===== config.mk =====
export PLATFORM = sky130hd
export DESIGN_NAME = hvst_ctrl
export DESIGN_NICKNAME = d
export VERILOG_FILES = /design/src/design/hvst_pkg.sv /design/src/design/hvst_ctrl.sv
export SDC_FILE = /design/constraint.sdc
export NUM_CORES = 1
export LEC_CHECK = 0
export BUFFER_PORTS_ARGS = -buffer_cell sky130_fd_sc_hd__buf_2
export CAP_MARGIN = 30
export CORE_AREA = 3 3 40 42
export CTS_CLUSTER_SIZE = 16
export DETAILED_ROUTE_END_ITERATION = 7
export DIE_AREA = 0 0 43 45
export GPL_TIMING_DRIVEN = 0
export PLACE_DENSITY_LB_ADDON = 0.1
export SKIP_LAST_GASP = 1
export SYNTH_ARGS = -nofsm -noshare
export SYNTH_HDL_FRONTEND = slang
export SYNTH_SLANG_ARGS = --single-unit
export TNS_END_PERCENT = 5

===== constraint.sdc =====
create_clock -name clock -period 2.03 [get_ports clock]
set_input_delay 0.1015 -clock clock [delete_from_list [all_inputs] [get_ports clock]]
set_output_delay 0.1015 -clock clock [all_outputs]
set_load 0.02 [all_outputs]

===== src/design/hvst_pkg.sv =====
// shared constants, codes and control structs for the hmm viterbi state tracker
package hvst_pkg;

   localparam int STATE_COUNT = 8;
   localparam int NUM_SYMBOLS = 16;
   localparam int STATE_W     = $clog2(STATE_COUNT);
   localparam int SYMBOL_W    = $clog2(NUM_SYMBOLS);
   localparam int LOGP_WIDTH  = 16;
   localparam int KIND_W      = 2;

   localparam logic signed [LOGP_WIDTH-1:0] LOGP_NEG_INF =
      {1'b1, {(LOGP_WIDTH-1){1'b0}}};

   typedef logic signed [LOGP_WIDTH-1:0] logp_type;
   typedef logic [STATE_W-1:0]           state_idx_type;
   typedef logic [SYMBOL_W-1:0]          symbol_type;

   typedef enum logic [KIND_W-1:0] {
      KIND_LOAD_TRANS = 2'd0,
      KIND_LOAD_EMIT  = 2'd1,
      KIND_OBSERVE    = 2'd2
   } kind_type;

   typedef struct packed {
      logic          write_tr;
      logic          write_em;
      logic          start;
      logic          issue;
      state_idx_type issue_idx;
      logic          normalize;
      logic          load_out;
   } hvst_cmd_type;

   typedef struct packed {
      logic out_free;
   } hvst_sts_type;

endpackage


===== src/design/hvst_ctrl.sv =====
// sequencer for loads, add-compare-select sweep and renormalization
module hvst_ctrl (
   input  logic                  clock,
   input  logic                  reset,
   input  logic                  req_valid,
   input  logic [hvst_pkg::KIND_W-1:0] req_kind,
   output logic                  req_ready,
   output hvst_pkg::hvst_cmd_type cmd,
   input  hvst_pkg::hvst_sts_type sts
);
   import hvst_pkg::*;

   localparam state_idx_type LAST_IDX  = STATE_W'(STATE_COUNT - 1);
   localparam state_idx_type LAST_DRAIN = STATE_W'(1);

   typedef enum logic [4:0] {
      ST_IDLE   = 5'b00001,
      ST_ISSUE  = 5'b00010,
      ST_DRAIN  = 5'b00100,
      ST_NORM   = 5'b01000,
      ST_FINISH = 5'b10000
   } ctrl_state_type;

   ctrl_state_type state_ff, state_in;
   state_idx_type  cnt_ff, cnt_in;
   logic           accept;

   assign req_ready = (state_ff == ST_IDLE);
   assign accept    = req_valid && req_ready;

   always_comb begin
      state_in      = state_ff;
      cnt_in        = cnt_ff;
      cmd           = '0;
      cmd.issue_idx = cnt_ff;
      unique case (state_ff)
         ST_IDLE: begin
            cnt_in = '0;
            if (accept) begin
               case (req_kind)
                  KIND_LOAD_TRANS: cmd.write_tr = 1'b1;
                  KIND_LOAD_EMIT:  cmd.write_em = 1'b1;
                  KIND_OBSERVE: begin
                     cmd.start = 1'b1;
                     state_in  = ST_ISSUE;
                  end
                  default: ;
               endcase
            end
         end
         ST_ISSUE: begin
            cmd.issue = 1'b1;
            if (cnt_ff == LAST_IDX) begin
               cnt_in   = '0;
               state_in = ST_DRAIN;
            end else begin
               cnt_in = cnt_ff + STATE_W'(1);
            end
         end
         ST_DRAIN: begin
            if (cnt_ff == LAST_DRAIN) begin
               cnt_in   = '0;
               state_in = ST_NORM;
            end else begin
               cnt_in = cnt_ff + STATE_W'(1);
            end
         end
         ST_NORM: begin
            cmd.normalize = 1'b1;
            state_in      = ST_FINISH;
         end
         ST_FINISH: begin
            if (sts.out_free) begin
               cmd.load_out = 1'b1;
               state_in     = ST_IDLE;
            end
         end
         default: state_in = ST_IDLE;
      endcase
   end

   always_ff @(posedge clock) begin
      if (reset) begin
         state_ff <= ST_IDLE;
         cnt_ff   <= '0;
      end else begin
         state_ff <= state_in;
         cnt_ff   <= cnt_in;
      end
   end

endmodule


==> reports/qor.yml <==
critical_path:
  cp_data_required_time_ps: 1930
  worstSetupStartpointType: "flip-flop"
  critPathLaunch: "state_ff[3]"
  worstRegToRegCells: 5
  cp_data_arrival_time_ps: 1570
  r2r-start: "cnt_ff[0]"
  reg2reg_slack_ps: 570
  end_kind: "output port"
  worstPathMaxFanout: 6
  r2r_end: "state_ff[0]"
  crit_type: "reg -> out"
  crit_path_end: "cmd[8]"
synth:
  syn-cell-area_sq_um: 533
  synth_area_leaders: "dfxtp_1 30%, ha_1 9.4%, a221oi_2 5.6%, nand3b_1 4.2%, a21oi_1 3.8%"
  synth_most_common_cell: "dfxtp_1"
  synthTopCellsByCount: "8 x dfxtp_1, 5 x inv_1"
  synth_area_per_cell_sq_um: 8.60
  syn_nets: 72
  netlist.area_leader.share_pct: 30.0
  ys_seq_area_share_pct: 30.0
  ys_ff_latch: 8
  synth_top_area_cell: "dfxtp_1"
  netlist_instances: 62
  synth.distinct_cells: 33
  synth-main-ff-cell: "dfxtp_1"
  async_flop_share_pct: 0
  synth_warnings: 0
  synth-edff-count: 0
floorplan:
  die_h_microns: 45
  die-width_microns: 43
  start_util_pct: 41.5
  die_area_sq_mm: 0.00194
  coreArea_sq_mm: 0.00128
  rows: 13
  ios: 16
clock_network:
  cts_setup_buffers: 0
  numCtsBuffers: 3
  htree_levels: 1
  cts_tree: "yes"
  max-clock-path-buffers: 2
  postCtsHoldBufs: 0
  clock_latency_ps: 260
  cts_resized: 0
  cts_sinks: 8
  clkTransAtPathRegs_ps: 60
  cts.root.buffer_cell: "clkbuf_4"
global_route:
  grt_pass1_wl_microns: 1900
  grt-ovfl-total: 0
  grt_pass1_vias: 415
  grtUsageTotal_pct: 13.6
  antenna_found_initial: 0
  grt_max_degree: 9
pwr:
  swShare_pct: 27.2
  p_comb_share_pct: 13.8
  p_leak_nw: 0.276
  p_per_area_mw_per_mm2: 522
  pwr-share-clk_pct: 38.1
  power.internal_w: 0.000245
  p_sw_w: 0.0000915
  share_seq_of_total_power_pct: 48.2
  irDropWorstVdd_mv: 0.197
timing:
  min_period_ps: 1670
  relSlewSlack_pct: 72.2
  tightestPinTransition_ps: 417
  drv_slew: 0
  setup_tns_ps: 0
  rsz0062_at_grt: "false"
  timing.final.hold_violations: 0
  fin_skew_ps: 7.95
  fmax_mhz: 599
  post-route-period-util_pct: 82.3
  setup_viol: 0
  whs_ps: 168
worst_hold_path:
  hold_path.class: "in -> reg"
  hp-start: "sts"
drt:
  drt_iter0_drc: 7
  via_per_inst: 5.44
  vias: 511
  wl_microns: 1160
  wl_per_cell_microns: 12.3
  ant_nets: 0
  drc: 0
  first_pass_iters: 4
placed_design:
  gp_congestion: 0.792
  dp_cells: 91
  port_buffers: 14
  dp_hpwl_microns: 895
  dpl_cell_area_sq_um: 622
final_layout:
  final_cells: 94
  antenna_cells: 0
  areaGrowthSynthToFinish_pct: 20.9
  nNetsFinal: 91
  drive_above_1_share_pct: 30.4
  fin_area_sq_um: 644
  final_util_pct: 50.1
run_status:
  status: "finished, final reports clean"
run:
  max-cap-violations: 0
## kinds of logic after synthesis
| kind of cell | after synthesis | synth area share [%] |
|---|---|---|
| AO/OA/AOI/OAI | 12 | 18.3 |
| adder cells (fa/ha/maj) | 4 | 9.39 |
| buffers and inverters | 7 | 4.93 |
| flip-flops | 8 | 30.0 |
| multiplexers | 1 | 1.88 |
| AND/OR/NAND/NOR | 30 | 35.4 |
## flip-flops by register name, indices dropped and copies added (netlist names)
signal / cells
state_ff: 5
cnt_ff: 3
## cell type report
| class | count | area [sq um] |
|---|---|---|
| plain buffers | 1 | 3.75 |
| clock buffers | 3 | 22.5 |
| fillers | 131 | 641 |
| inverters | 6 | 22.5 |
| multi-input cells | 47 | 347 |
| flip-flops and latches | 8 | 160 |
| well taps | 15 | 18.8 |
| repair buffers | 14 | 70.1 |
## through the flow
step / setup WS, ps / total power, W
4_1_cts: 327 / 0.000338
5_1_grt: 202 / 0.000356
3_3_place_gp: 568 / 0.000211
6_report: 359 / 0.000336
2_1_floorplan: 471 / 0.000196
3_5_place_dp: 552 / 0.000212
## layer usage
layer / GRT usage (%) / vias up / wire, microns
li1: - / 260 / -
met1: 18.3 / 231 / 596
met2: 17.7 / 16 / 462
met3: 6.37 / 4 / 76
met4: 7.23 / 0 / 21
met5: 0 / - / 0
## how the worst min path moves through the flow
stage               depth (start not counted)     endpoint
floorplan                                   1       cmd[8]
global placement                            3  state_ff[4]
detailed placement                          3  state_ff[4]
CTS                                         3  state_ff[4]
global route                                3  state_ff[4]
finish                                      3  state_ff[4]
## worst max-delay path: stages, from the launching register on
cell and delay [ps]:
dfxtp_1 350, nor3_2 240, nand2_1 200, nor4b_1 310, buf_2 210
## power groups by stage
| stage | Combinational (W) | Sequential, W | Clock [W] |
|---|---|---|---|
| after CTS | 0.0000465 | 0.000162 | 0.000130 |
| after global placement | 0.0000460 | 0.000165 | 0 |
| after floorplan | 0.0000313 | 0.000165 | 0 |
| after detailed placement | 0.0000463 | 0.000165 | 0 |
| final | 0.0000463 | 0.000162 | 0.000128 |
| after global routing | 0.0000512 | 0.000162 | 0.000142 |
## layout by cell type, fill, tap and decap left out, types with 2 or more instances in the layout
cell	netlist	final
nand2_1	4	4
nand2b_1	3	3
nand4_1	2	2
nand3b_1	3	3
buf_2	0	14
nor2_1	4	4
clkbuf_4	0	3
ha_1	4	4
inv_1	5	5
dfxtp_1	8	8
a21oi_1	4	4
a221oi_2	2	2
(Power assumes the default switching activity.)
